## src/rtl/ubfe_pkg.sv

```systemverilog
// ----------------------------------------------------------------------------
// ubfe_pkg
// Shared types and constants of the buffered UART frame engine.
// ----------------------------------------------------------------------------
package ubfe_pkg;

  localparam int unsigned TX_DEPTH_DEF = 64;
  localparam int unsigned RX_DEPTH_DEF = 64;
  localparam logic [7:0]  TIMEOUT_RST  = 8'd5;

  typedef enum logic [2:0] {
    MODE_RX_BYTE  = 3'd0,
    MODE_TX_READY = 3'd1,
    MODE_TICK     = 3'd2,
    MODE_TX_QUEUE = 3'd3,
    MODE_FINISH   = 3'd4,
    MODE_READ_RX  = 3'd5
  } mode_e;

  typedef enum logic {
    S_IDLE,
    S_RESP
  } state_e;

  typedef struct packed {
    logic [2:0] mode;
    logic [7:0] data;
    logic [5:0] index;
  } evt_t;

  typedef struct packed {
    logic       tx_valid;
    logic [7:0] tx_byte;
    logic       frame_ready;
    logic [6:0] frame_length;
    logic [7:0] read_byte;
    logic       tx_active;
    logic       tx_overrun;
  } res_t;

  typedef struct packed {
    logic       sent;
    logic [7:0] tx_byte;
    logic       active;
    logic       overrun;
  } tx_rsp_t;

  typedef struct packed {
    logic       ready;
    logic [6:0] length;
    logic [7:0] read_byte;
  } rx_rsp_t;

endpackage

```

## src/rtl/ubfe_stream_if.sv

```systemverilog
// ----------------------------------------------------------------------------
// ubfe_stream_if
// Valid/ready channel carrying one word of type T.
// ----------------------------------------------------------------------------
interface ubfe_stream_if #(
  parameter type T = logic
) ();
  logic valid;
  logic ready;
  T     payload;

  modport source (output valid, output payload, input ready);
  modport sink   (input valid, input payload, output ready);
endinterface

```

## src/rtl/uart_buffered_frame_engine_top.sv

```systemverilog
// ----------------------------------------------------------------------------
// uart_buffered_frame_engine_top
// One UART channel's buffering: transmit ring queue and idle-timed rx frame.
// ----------------------------------------------------------------------------
//  channel   dir  payload                                        handshake
//  evt_i     in   mode, data, index                              valid/ready
//  res_o     out  tx_valid, tx_byte, frame_ready, frame_length,  valid/ready
//                 read_byte, tx_active, tx_overrun
//  cfg       in   idle_timeout_ticks                             cfg_we_i
//
//  Pointers update and the RAM read issues in the accept cycle; the registered
//  RAM data is loaded into the result register in the response state.
//  One word is in flight at a time; the result register frees the input side
//  as soon as it is loaded. A stalled result holds the engine in its response
//  state. No clearing pass after reset: RAM contents are don't-care until written.
// ----------------------------------------------------------------------------
module uart_buffered_frame_engine_top
  import ubfe_pkg::*;
#(
  parameter int unsigned TX_DEPTH = TX_DEPTH_DEF,
  parameter int unsigned RX_DEPTH = RX_DEPTH_DEF
) (
  input  logic          clk_i,
  input  logic          rst_ni,
  input  logic          cfg_we_i,
  input  logic [7:0]    cfg_data_i,
  ubfe_stream_if.sink   evt_i,
  ubfe_stream_if.source res_o
);

  state_e     state_q, state_d;
  logic [7:0] timeout_q;
  logic       go;
  logic       slot_free;
  logic       load;
  logic       out_valid_q;
  res_t       out_q;
  tx_rsp_t    tx_rsp;
  rx_rsp_t    rx_rsp;

  assign go        = evt_i.valid && evt_i.ready;
  assign slot_free = !out_valid_q || res_o.ready;

  always_comb begin
    state_d = state_q;
    unique case (state_q)
      S_IDLE: if (go) state_d = S_RESP;
      S_RESP: if (slot_free) state_d = S_IDLE;
      default: state_d = S_IDLE;
    endcase
  end

  always_comb begin
    evt_i.ready = 1'b0;
    load        = 1'b0;
    unique case (state_q)
      S_IDLE: evt_i.ready = 1'b1;
      S_RESP: load = slot_free;
      default: ;
    endcase
  end

  always_ff @(posedge clk_i or negedge rst_ni) begin
    if (!rst_ni) begin
      state_q     <= S_IDLE;
      out_valid_q <= 1'b0;
      timeout_q   <= TIMEOUT_RST;
    end else begin
      state_q <= state_d;
      if (load) begin
        out_valid_q <= 1'b1;
      end else if (res_o.ready) begin
        out_valid_q <= 1'b0;
      end
      if (cfg_we_i) begin
        timeout_q <= cfg_data_i;
      end
    end
  end

  always_ff @(posedge clk_i) begin
    if (load) begin
      out_q.tx_valid     <= tx_rsp.sent;
      out_q.tx_byte      <= tx_rsp.tx_byte;
      out_q.frame_ready  <= rx_rsp.ready;
      out_q.frame_length <= rx_rsp.length;
      out_q.read_byte    <= rx_rsp.read_byte;
      out_q.tx_active    <= tx_rsp.active;
      out_q.tx_overrun   <= tx_rsp.overrun;
    end
  end

  assign res_o.valid   = out_valid_q;
  assign res_o.payload = out_q;

  ubfe_tx #(
    .TX_DEPTH (TX_DEPTH)
  ) u_tx (
    .clk_i  (clk_i),
    .rst_ni (rst_ni),
    .go_i   (go),
    .mode_i (evt_i.payload.mode),
    .data_i (evt_i.payload.data),
    .rsp_o  (tx_rsp)
  );

  ubfe_rx #(
    .RX_DEPTH (RX_DEPTH)
  ) u_rx (
    .clk_i     (clk_i),
    .rst_ni    (rst_ni),
    .go_i      (go),
    .mode_i    (evt_i.payload.mode),
    .data_i    (evt_i.payload.data),
    .index_i   (evt_i.payload.index),
    .timeout_i (timeout_q),
    .rsp_o     (rx_rsp)
  );

  // every accepted word is answered in the following state
  a_go_resp: assert property (@(posedge clk_i) disable iff (!rst_ni)
    go |=> state_q == S_RESP)
    else $error("accepted word not followed by response state");

  // a byte handed to the shifter implies the transmitter is busy
  a_sent_busy: assert property (@(posedge clk_i) disable iff (!rst_ni)
    load && tx_rsp.sent |-> tx_rsp.active)
    else $error("byte sent while transmitter idle");

  // no byte sent means a zero byte field
  a_idle_byte: assert property (@(posedge clk_i) disable iff (!rst_ni)
    load && !tx_rsp.sent |-> tx_rsp.tx_byte == 8'd0)
    else $error("tx byte nonzero without send");

endmodule

```

## src/rtl/ubfe_ram.sv

```systemverilog
// ----------------------------------------------------------------------------
// ubfe_ram
// Simple dual-port RAM: one write port, one read port, registered read.
// ----------------------------------------------------------------------------
module ubfe_ram #(
  parameter int unsigned WIDTH = 8,
  parameter int unsigned DEPTH = 64,
  localparam int unsigned AW   = $clog2(DEPTH)
) (
  input  logic             clk_i,
  input  logic             we_i,
  input  logic [AW-1:0]    waddr_i,
  input  logic [WIDTH-1:0] wdata_i,
  input  logic             re_i,
  input  logic [AW-1:0]    raddr_i,
  output logic [WIDTH-1:0] rdata_o
);

  logic [WIDTH-1:0] mem_q [DEPTH];
  logic [WIDTH-1:0] rdata_q;

  always_ff @(posedge clk_i) begin
    if (we_i) begin
      mem_q[waddr_i] <= wdata_i;
    end
    if (re_i) begin
      rdata_q <= mem_q[raddr_i];
    end
  end

  assign rdata_o = rdata_q;

endmodule

```

## src/rtl/ubfe_tx.sv

```systemverilog
// ----------------------------------------------------------------------------
// ubfe_tx
// Transmit ring queue: pointers, busy flag and the queue RAM.
// ----------------------------------------------------------------------------
module ubfe_tx
  import ubfe_pkg::*;
#(
  parameter int unsigned TX_DEPTH = TX_DEPTH_DEF
) (
  input  logic       clk_i,
  input  logic       rst_ni,
  input  logic       go_i,
  input  logic [2:0] mode_i,
  input  logic [7:0] data_i,
  output tx_rsp_t    rsp_o
);

  localparam int unsigned TX_AW = $clog2(TX_DEPTH);

  logic [TX_AW-1:0] head_q, head_d, tail_q, tail_d;
  logic [TX_AW-1:0] head_inc, tail_inc;
  logic             busy_q, busy_d;
  logic             sent_q, sent_d;
  logic             fwd_q, fwd_d;
  logic             ovr_q, ovr_d;
  logic [7:0]       fwd_byte_q;
  logic             we, re;
  logic [7:0]       rdata;

  assign head_inc = (head_q == TX_AW'(TX_DEPTH - 1)) ? '0 : head_q + 1'b1;
  assign tail_inc = (tail_q == TX_AW'(TX_DEPTH - 1)) ? '0 : tail_q + 1'b1;

  always_comb begin
    head_d = head_q;
    tail_d = tail_q;
    busy_d = busy_q;
    sent_d = 1'b0;
    fwd_d  = 1'b0;
    ovr_d  = 1'b0;
    we     = 1'b0;
    re     = 1'b0;
    case (mode_i)
      MODE_TX_READY: begin
        if (tail_q != head_q) begin
          re     = go_i;
          sent_d = 1'b1;
          tail_d = tail_inc;
        end else begin
          busy_d = 1'b0;
        end
      end
      MODE_TX_QUEUE: begin
        we     = go_i;
        head_d = head_inc;
        ovr_d  = (head_inc == tail_q);
        if (!busy_q) begin
          busy_d = 1'b1;
          if (tail_q != head_inc) begin
            sent_d = 1'b1;
            tail_d = tail_inc;
            // popping the slot being written: take the byte straight from the input
            fwd_d  = (tail_q == head_q);
            re     = go_i && (tail_q != head_q);
          end else begin
            busy_d = 1'b0;
          end
        end
      end
      default: ;
    endcase
  end

  always_ff @(posedge clk_i or negedge rst_ni) begin
    if (!rst_ni) begin
      head_q <= '0;
      tail_q <= '0;
      busy_q <= 1'b0;
      sent_q <= 1'b0;
      fwd_q  <= 1'b0;
      ovr_q  <= 1'b0;
    end else if (go_i) begin
      head_q <= head_d;
      tail_q <= tail_d;
      busy_q <= busy_d;
      sent_q <= sent_d;
      fwd_q  <= fwd_d;
      ovr_q  <= ovr_d;
    end
  end

  always_ff @(posedge clk_i) begin
    if (go_i) begin
      fwd_byte_q <= data_i;
    end
  end

  ubfe_ram #(
    .WIDTH (8),
    .DEPTH (TX_DEPTH)
  ) u_queue (
    .clk_i   (clk_i),
    .we_i    (we),
    .waddr_i (head_q),
    .wdata_i (data_i),
    .re_i    (re),
    .raddr_i (tail_q),
    .rdata_o (rdata)
  );

  assign rsp_o.sent    = sent_q;
  assign rsp_o.tx_byte = !sent_q ? 8'd0 : (fwd_q ? fwd_byte_q : rdata);
  assign rsp_o.active  = busy_q;
  assign rsp_o.overrun = ovr_q;

endmodule

```

## src/rtl/ubfe_rx.sv

```systemverilog
// ----------------------------------------------------------------------------
// ubfe_rx
// Receive frame buffer with idle countdown and the frame RAM.
// ----------------------------------------------------------------------------
module ubfe_rx
  import ubfe_pkg::*;
#(
  parameter int unsigned RX_DEPTH = RX_DEPTH_DEF
) (
  input  logic       clk_i,
  input  logic       rst_ni,
  input  logic       go_i,
  input  logic [2:0] mode_i,
  input  logic [7:0] data_i,
  input  logic [5:0] index_i,
  input  logic [7:0] timeout_i,
  output rx_rsp_t    rsp_o
);

  localparam int unsigned RX_AW = $clog2(RX_DEPTH);
  localparam int unsigned RX_LW = $clog2(RX_DEPTH + 1);

  logic [RX_LW-1:0]   len_q, len_d, len_base;
  logic [RX_LW+6:0]   len_ext;
  logic [7:0]         cd_q, cd_d, cd_dec;
  logic               cmpl_q, cmpl_d;
  logic               rd_sel_q, rd_sel_d;
  logic [RX_AW+5:0]   idx_ext;
  logic               idx_ok;
  logic               we, re;
  logic [RX_AW-1:0]   waddr;
  logic [7:0]         rdata;

  // a full buffer restarts the frame at position zero
  assign len_base = (len_q >= RX_LW'(RX_DEPTH)) ? '0 : len_q;
  assign waddr    = len_base[RX_AW-1:0];
  assign idx_ext  = (RX_AW + 6)'(index_i);
  assign idx_ok   = idx_ext < (RX_AW + 6)'(RX_DEPTH);
  assign cd_dec   = (cd_q != 8'd0) ? cd_q - 8'd1 : cd_q;

  always_comb begin
    len_d    = len_q;
    cd_d     = cd_q;
    cmpl_d   = cmpl_q;
    rd_sel_d = 1'b0;
    we       = 1'b0;
    re       = 1'b0;
    case (mode_i)
      MODE_RX_BYTE: begin
        if (!cmpl_q) begin
          we    = go_i;
          len_d = len_base + 1'b1;
          cd_d  = timeout_i;
        end
      end
      MODE_TICK: begin
        if (len_q != '0) begin
          cd_d = cd_dec;
          if (cd_dec == 8'd0) begin
            cmpl_d = 1'b1;
          end
        end
      end
      MODE_FINISH: begin
        len_d  = '0;
        cmpl_d = 1'b0;
      end
      MODE_READ_RX: begin
        re       = go_i && idx_ok;
        rd_sel_d = idx_ok;
      end
      default: ;
    endcase
  end

  always_ff @(posedge clk_i or negedge rst_ni) begin
    if (!rst_ni) begin
      len_q    <= '0;
      cd_q     <= '0;
      cmpl_q   <= 1'b0;
      rd_sel_q <= 1'b0;
    end else if (go_i) begin
      len_q    <= len_d;
      cd_q     <= cd_d;
      cmpl_q   <= cmpl_d;
      rd_sel_q <= rd_sel_d;
    end
  end

  ubfe_ram #(
    .WIDTH (8),
    .DEPTH (RX_DEPTH)
  ) u_frame (
    .clk_i   (clk_i),
    .we_i    (we),
    .waddr_i (waddr),
    .wdata_i (data_i),
    .re_i    (re),
    .raddr_i (idx_ext[RX_AW-1:0]),
    .rdata_o (rdata)
  );

  assign len_ext         = (RX_LW + 7)'(len_q);
  assign rsp_o.ready     = cmpl_q;
  assign rsp_o.length    = len_ext[6:0];
  assign rsp_o.read_byte = rd_sel_q ? rdata : 8'd0;

endmodule

```

## src/flat_wrapper.sv

```systemverilog
// flat-port wrapper written by rule: the top's interface ports become plain ports
module uart_buffered_frame_engine_top_flat import ubfe_pkg::*;
#(
  parameter int unsigned TX_DEPTH = TX_DEPTH_DEF,
  parameter int unsigned RX_DEPTH = RX_DEPTH_DEF
)
  (clk_i, rst_ni, cfg_we_i, cfg_data_i, evt_i_valid, evt_i_payload, evt_i_ready, res_o_valid, res_o_payload, res_o_ready);
  ubfe_stream_if #(.T(evt_t)) evt_i_i ();
  ubfe_stream_if #(.T(res_t)) res_o_i ();
  input  logic clk_i;
  input  logic rst_ni;
  input  logic cfg_we_i;
  input  logic [7:0] cfg_data_i;
  input wire logic [$bits(evt_i_i.valid)-1:0] evt_i_valid;
  input wire logic [$bits(evt_i_i.payload)-1:0] evt_i_payload;
  output wire logic [$bits(evt_i_i.ready)-1:0] evt_i_ready;
  output wire logic [$bits(res_o_i.valid)-1:0] res_o_valid;
  output wire logic [$bits(res_o_i.payload)-1:0] res_o_payload;
  input wire logic [$bits(res_o_i.ready)-1:0] res_o_ready;
  assign evt_i_i.valid = evt_i_valid;
  assign evt_i_i.payload = evt_i_payload;
  assign evt_i_ready = evt_i_i.ready;
  assign res_o_valid = res_o_i.valid;
  assign res_o_payload = res_o_i.payload;
  assign res_o_i.ready = res_o_ready;
  uart_buffered_frame_engine_top #(.TX_DEPTH(TX_DEPTH), .RX_DEPTH(RX_DEPTH)) u_core (.clk_i(clk_i), .rst_ni(rst_ni), .cfg_we_i(cfg_we_i), .cfg_data_i(cfg_data_i), .evt_i(evt_i_i), .res_o(res_o_i));
endmodule
```

## config.mk

```make
export PLATFORM = sky130hd
export DESIGN_NAME = uart_buffered_frame_engine_top_flat
export DESIGN_NICKNAME = d
export VERILOG_FILES = /design/src/rtl/ubfe_pkg.sv /design/src/rtl/ubfe_stream_if.sv /design/src/rtl/uart_buffered_frame_engine_top.sv /design/src/rtl/ubfe_ram.sv /design/src/rtl/ubfe_tx.sv /design/src/rtl/ubfe_rx.sv /design/src/flat_wrapper.sv
export SDC_FILE = /design/constraint.sdc
export NUM_CORES = 1
export LEC_CHECK = 0
export BUFFER_PORTS_ARGS = -buffer_cell sky130_fd_sc_hd__buf_2
export CELL_PAD_IN_SITES_DETAIL_PLACEMENT = 1
export CELL_PAD_IN_SITES_GLOBAL_PLACEMENT = 2
export CORE_MARGIN = 3
export CORE_UTILIZATION = 50
export CTS_BUF_LIST = sky130_fd_sc_hd__clkbuf_4 sky130_fd_sc_hd__clkbuf_8
export CTS_CLUSTER_SIZE = 30
export DETAILED_ROUTE_END_ITERATION = 7
export HOLD_SLACK_MARGIN = 0.06
export MAX_ROUTING_LAYER = met4
export PLACE_DENSITY_LB_ADDON = 0.12
export SYNTH_ARGS = -nofsm -noshare
export SYNTH_HDL_FRONTEND = slang
export SYNTH_SLANG_ARGS = --single-unit
```

## constraint.sdc

```tcl
create_clock -name clk_i -period 7.48 [get_ports clk_i]
set_input_delay 0 -clock clk_i [delete_from_list [all_inputs] [get_ports clk_i]]
set_output_delay 0 -clock clk_i [all_outputs]
set_load 0.02 [all_outputs]
```

# After elaboration in Yosys (flattened, before gate mapping)
# Memories as Yosys holds them, arrays and structs flattened. A register that Yosys moved wholly into a read port is not among the register bits.
# Index checks and enable logic that the tools add are counted.
dict set report classes {
  n_addsub 4
  order_cmp 2
  eq_ne 18
  mux 48
  bitwise 1
  n_reduce_logical 20
}
# op n
set op_table {}
lappend op_table {{$mux W8} 4}
lappend op_table {{$mux W6} 5}
lappend op_table {{$mux W1} 29}
lappend op_table {{$pmux W8 S2} 1}
lappend op_table {{$mux W7} 2}
lappend op_table {{$ne A2 B2 Y1 const B} 7}
lappend op_table {{$pmux W7 S2} 1}
lappend op_table {{$add A6 B1 Y6 const B} 2}
lappend op_table {{$eq A6 B6 Y1} 2}
lappend op_table {{$eq A6 B6 Y1 const B} 2}
lappend op_table {{$ne A6 B6 Y1} 2}
lappend op_table {{$pmux W6 S2} 1}
lappend op_table {{$pmux W1 S2} 5}
lappend op_table {{$reduce_bool A2 Y1} 5}
lappend op_table {{$logic_not A8 Y1} 1}
lappend op_table {{$reduce_and A4 Y1} 2}
lappend op_table {{$reduce_bool A8 Y1} 1}
lappend op_table {{$sub A8 B1 Y8 const B} 1}
lappend op_table {{$add A7 B1 Y7 const B} 1}
lappend op_table {{$ge A7 B7 Y1 const B} 1}
lappend op_table {{$lt A6 B7 Y1 const B} 1}
lappend op_table {{$reduce_bool A7 Y1} 1}
lappend op_table {{$eq A3 B2 Y1 const B} 2}
lappend op_table {{$eq A3 B3 Y1 const B} 2}
lappend op_table {{other kinds (9)} 12}
dict set report totals {
  ff_bits 78
  mem_bits_rw 1024
  output_inout_bits 29
  elab_cells 116
  mem_count 2
}
# name depth word_bits rd rd_ports_with_merged_regs write_ports line_no
set mem_list {}
lappend mem_list {u_core.u_rx.u_frame.mem_q 64 8 1 1 1 ubfe_ram.sv:19} ;# logic [WIDTH-1:0] mem_q [DEPTH];
lappend mem_list {u_core.u_tx.u_queue.mem_q 64 8 1 1 1 ubfe_ram.sv:19}

# Depth between registers and ports, before layout
dict set report logic_depth {
  ltp_word 6
  depth_mapped 9
}

# Hierarchy
# From an unflattened synthesis, not the netlist that was laid out.
dict set report hier_totals {
  hier_cells 2218
  hier_area_um2 44477.7
}
# mod instances cells_per_inst area_each_um2
set modules_own_cells {}
lappend modules_own_cells {ubfe_ram 2 940 20246.9}
lappend modules_own_cells {ubfe_tx 1 145 1493.9}
lappend modules_own_cells {ubfe_rx 1 141 1261.2}
lappend modules_own_cells {uart_buffered_frame_engine_top 1 52 1228.7}

# Least setup slack after synthesis
# No wires, ideal clock.
dict set report synth_path {
  path_type {register -> register}
  start {reg u_core.state_q}
  end {mem u_core.u_rx.u_frame.mem_q[11][0] (enable)}
  setup_ns 0.370
  t_arrival_ns 2.169
  path_slack_ns 4.941
  stages_incl_launch_ff 10
  path_buffers 3
  path_cell_list {dfrtp_1 > nand2b_1 > clkbuf_1 > nor2_1 > and2_1 > buf_2 > nand2_1 > or4_1 > clkbuf_1 > nor2_1}
}
dict set report synth_between {
  elab_chain_len 6
}
# element line_no
set synth_lines {}
lappend synth_lines {{from (decl)} uart_buffered_frame_engine_top.sv:31} ;# state_e state_q, state_d;
lappend synth_lines {{from (signal assigned)} uart_buffered_frame_engine_top.sv:69} ;# state_q <= state_d;
lappend synth_lines {{$mux W1} uart_buffered_frame_engine_top.sv:56} ;# unique case (state_q)
lappend synth_lines {{$logic_and A1 B1 Y1} uart_buffered_frame_engine_top.sv:41} ;# assign go = evt_i.valid && evt_i.ready;
lappend synth_lines {{$mux W1} ubfe_rx.sv:50} ;# if (!cmpl_q) begin
lappend synth_lines {{$mux W1} ubfe_rx.sv:48} ;# case (mode_i)
lappend synth_lines {{$mux W1} ubfe_ram.sv:23} ;# if (we_i) begin
lappend synth_lines {{$mux W1 (not written as such)} ubfe_ram.sv:24} ;# mem_q[waddr_i] <= wdata_i;
lappend synth_lines {{to (decl)} ubfe_ram.sv:19}
# Every way passes these cells.

# Worst setup path after layout
dict set report layout_path {
  start {reg u_core.state_q}
  end {mem u_core.u_tx.u_queue.mem_q[37][7] (enable)}
}
dict set report layout_between {
  elab_chain_len 5
}
# element line_no
set layout_lines {}
lappend layout_lines {{$mux W1} uart_buffered_frame_engine_top.sv:56}
lappend layout_lines {{$logic_and A1 B1 Y1} uart_buffered_frame_engine_top.sv:41}
lappend layout_lines {{$mux W1} ubfe_tx.sv:42} ;# case (mode_i)
lappend layout_lines {{$mux W1} ubfe_ram.sv:23}
lappend layout_lines {{$mux W1 (not written as such)} ubfe_ram.sv:24}
lappend layout_lines {{to (decl)} ubfe_ram.sv:19}
# Every way passes these cells.

==> flow_summary.ini <==
[status]
outcome = finished, final reports clean

[timing]
final-max-slew-violation-count = 0
timing.slew.headroom = 0.113
min_period_ps = 3870
final_hold_viol_count = 0
tightest_slew_ps = 1330
whs_ps = 177
max_freq_mhz = 258
finalSetupTns_ps = 0
finClkSkew_ps = 32.7
rsz0062_at_grt = false
fin_crit_sh = 0.518
setup_violations = 0

[synth]
ys_types = 59
syn-num-nets = 2072
ys.flop_type = edfxtp_1
async_flop_share = 0.0385
ys_seq_area_frac = 0.763
synthCells = 2037
synth-seq-cells = 1118
synth_edf_count = 1075
synth_area_per_cell_sq_um = 21.5
yosys_warnings = 0
netlist_area_sq_um = 43700

[pwr]
p_per_area_nw_per_um2 = 296
p_clk_frac = 0.362
internal_power_mw = 10.8
power_frac_comb = 0.143
p_sw_mw = 3.73
ir_drop_mv = 0.235
power_mw = 14.6
p_seq_frac = 0.495
swShare = 0.256
p_leak_nw = 15.5

[drt]
num_vias = 21100
routed_wl_mm = 105
firstDrtPassIters = 5
wire_per_inst_microns = 29.8
vias_per_cell = 5.98
drtAntennaViolNets = 0
dr.first_iter.drc_count = 1676
drc = 0

[clock_network]
cts_buffer_depth = 3
cts.sinks = 1118
clkTransAtPathRegs_ps = 60
cts_repair_resize_count = 0
cts_setup_buffers = 0
insertion_delay_ps = 840
cts_tree = yes
cts_made_buffers = 180
ctsHtreeMaxLevel = 4
cts_root_buf = clkbuf_8

[die]
die_y_microns = 302
core-area_sq_um = 85900
io_pins = 59
die-area_sq_um = 91000
initial_core_util = 0.509
die_width_microns = 302
rows = 107

[place]
place_area_sq_um = 45100
gp_congestion = 0.833
port_buffers = 58
place_hpwl_mm = 63.3

[hold_path]
min-delay-path-class = in2reg
min_to = u_core.u_tx.busy_q
hold_path_depth = 6
min_from = evt_i_payload[16]

[final_layout]
multi_input_area_sq_um = 9770
final_net_count = 2266
synthToLayoutAreaGrowth_pct = 12.7
fin_util = 0.573
fillerInstances = 7357
drive_gt1_frac = 0.298
layout_commonest_cell = edfxtp_1
finalInstanceArea_sq_um = 49300
layout_common_cells = edfxtp_1 (1075), mux4_2 (320), clkbuf_8 (184)
regArea_sq_um = 33400

[job]
drv_cap = 0

[grt]
gr-usage-all-layers = 0.246
grt_first_pass_wirelength_mm = 156
antenna_found_initial = 4
grt_max_degree = 97
grt_pass1_vias = 22600
grt_overflow = 0

[setup_path]
slowest_stage = nor2_1
end_kind = flip-flop
crit_required_ps = 7920
cpPeakStageDelay_ps = 1130
arrival_ps = 4310
startpoint_type = flip-flop
crit_start = u_core.state_q
critical_path_class = reg2reg
r2r_setup_slack_ps = 3610
r2r-end = u_core.u_tx.u_queue.mem_q[37][7]
path_cells = nand2b_1 > nor3b_2 > and2_1 > nand3_1 > nor2_1
crit_fanout = 9
reg2reg_from = u_core.state_q
rr_worst_depth = 5
-- sequential cells by signal, summed over array words and instances (netlist names), 6 cells and up --
name,flops
u_core.res_o.payload,27
u_core.u_rx.cd_q,8
u_core.u_tx.tail_q,6
u_core.u_rx.u_frame.mem_q,512
u_core.u_tx.u_queue.mem_q,512
u_core.u_tx.fwd_byte_q,8
u_core.u_rx.u_frame.rdata_o,8
u_core.timeout_q,8
u_core.u_tx.u_queue.rdata_o,8
u_core.u_rx.len_q,7
u_core.u_tx.head_q,6
-- power groups by stage --
| stage | clock network (mW) | logic [mW] | registers [mW] |
|---|---|---|---|
| final | 5.28 | 2.08 | 7.21 |
| after global placement | 0 | 2.05 | 7.34 |
| after floorplan | 0 | 1.55 | 7.17 |
| after global routing | 5.69 | 2.22 | 7.23 |
| after CTS | 5.40 | 2.12 | 7.21 |
| after detailed placement | 0 | 2.08 | 7.34 |
-- per-stage QoR --
| step | std cells | setup WS, ps |
|---|---|---|
| after floorplan | 2037 | 4940 |
| after global placement | 3143 | 3610 |
| after detailed placement | 3143 | 3610 |
| after CTS | 3529 | 3530 |
| after global routing | 3530 | 3280 |
| final | 3530 | 3610 |
-- repair_timing --
item                       4_1_cts  5_1_grt
hold endpoints to repair       515        0
setup endpoints to repair        0        0
hold buffers                    50        0
-- per-layer routing --
| metal | part of all wire | vias to the layer above | global-route usage |
|---|---|---|---|
| li1 | - | 8890 | - |
| met1 | 0.42 | 11400 | 0.332 |
| met2 | 0.51 | 694 | 0.393 |
| met3 | 0.057 | 145 | 0.0436 |
| met4 | 0.020 | 0 | 0.0655 |
| met5 | 0 | - | - |
-- logic make-up (layout without fill, tap and decap cells) --
kind of cell / count (synthesis) / after routing / share of synthesized area
xor gates and xnor gates: 12 / 12 / 0.00240
DFF: 1118 / 1118 / 0.763
adders and majority gates: 5 / 5 / 0.00143
muxes: 340 / 340 / 0.170
buffers and inverters: 129 / 477 / 0.0131
other: 0 / 1 / 0
and+or+nand+nor: 323 / 323 / 0.0335
AOI/OAI and AO/OA: 110 / 110 / 0.0165
-- cell usage after synthesis (5+ instances only) --
master | instances | area share
edfxtp_1 | 1075 | 0.74
buf_1 | 13 | 0.0011
nor2b_1 | 21 | 0.0030
buf_6 | 5 | 0.0013
dfrtp_1 | 41 | 0.023
a21oi_1 | 17 | 0.0019
buf_2 | 29 | 0.0033
mux4_2 | 320 | 0.16
clkbuf_1 | 66 | 0.0057
inv_1 | 12 | 0.0010
nand4_1 | 8 | 0.0011
a22oi_1 | 30 | 0.0052
nand2_1 | 58 | 0.0050
o21ai_0 | 29 | 0.0033
ha_1 | 5 | 0.0014
nand3b_1 | 5 | 0.00086
mux2_2 | 9 | 0.0023
o22ai_1 | 5 | 0.00072
nor2_1 | 162 | 0.014
nand3_1 | 19 | 0.0022
mux2i_1 | 11 | 0.0025
or3_1 | 7 | 0.0010
xor2_1 | 8 | 0.0016
nor3_1 | 9 | 0.0010
and2_1 | 14 | 0.0020
-- how the worst max path moves through the flow --
| stage | cells after the start | slack [ps] | to |
|---|---|---|---|
| 3_3_place_gp | 5 | 3610 | u_core.u_tx.u_queue.mem_q[37][7] |
| 2_1_floorplan | 9 | 4940 | u_core.u_rx.u_frame.mem_q[11][0] |
| 5_1_grt | 8 | 3280 | u_core.u_rx.u_frame.mem_q[44][1] |
| 4_1_cts | 7 | 3530 | u_core.u_rx.u_frame.mem_q[19][0] |
| 3_5_place_dp | 5 | 3610 | u_core.u_tx.u_queue.mem_q[36][7] |
| 6_report | 5 | 3610 | u_core.u_tx.u_queue.mem_q[37][7] |
-- critical path, delay by kind of cell, from the launching register on --
| kind | cells | cell delay (ps) |
|---|---|---|
| flip-flops | 1 | 380 |
| AND/OR/NAND/NOR | 5 | 3110 |
-- layout make-up --
cell class / instances / area share
Sequential cell: 1118 / 0.677
Multi-Input combinational cell: 790 / 0.198
Clock buffer: 240 / 0.0598
Inverter: 12 / 0.000914
Tap cell: 1144 / 0.0291
Antenna cell: 1 / 0.0000508
Clock inverter: 96 / 0.0140
Timing Repair Buffer: 129 / 0.0205
(Power assumes the default switching activity.)
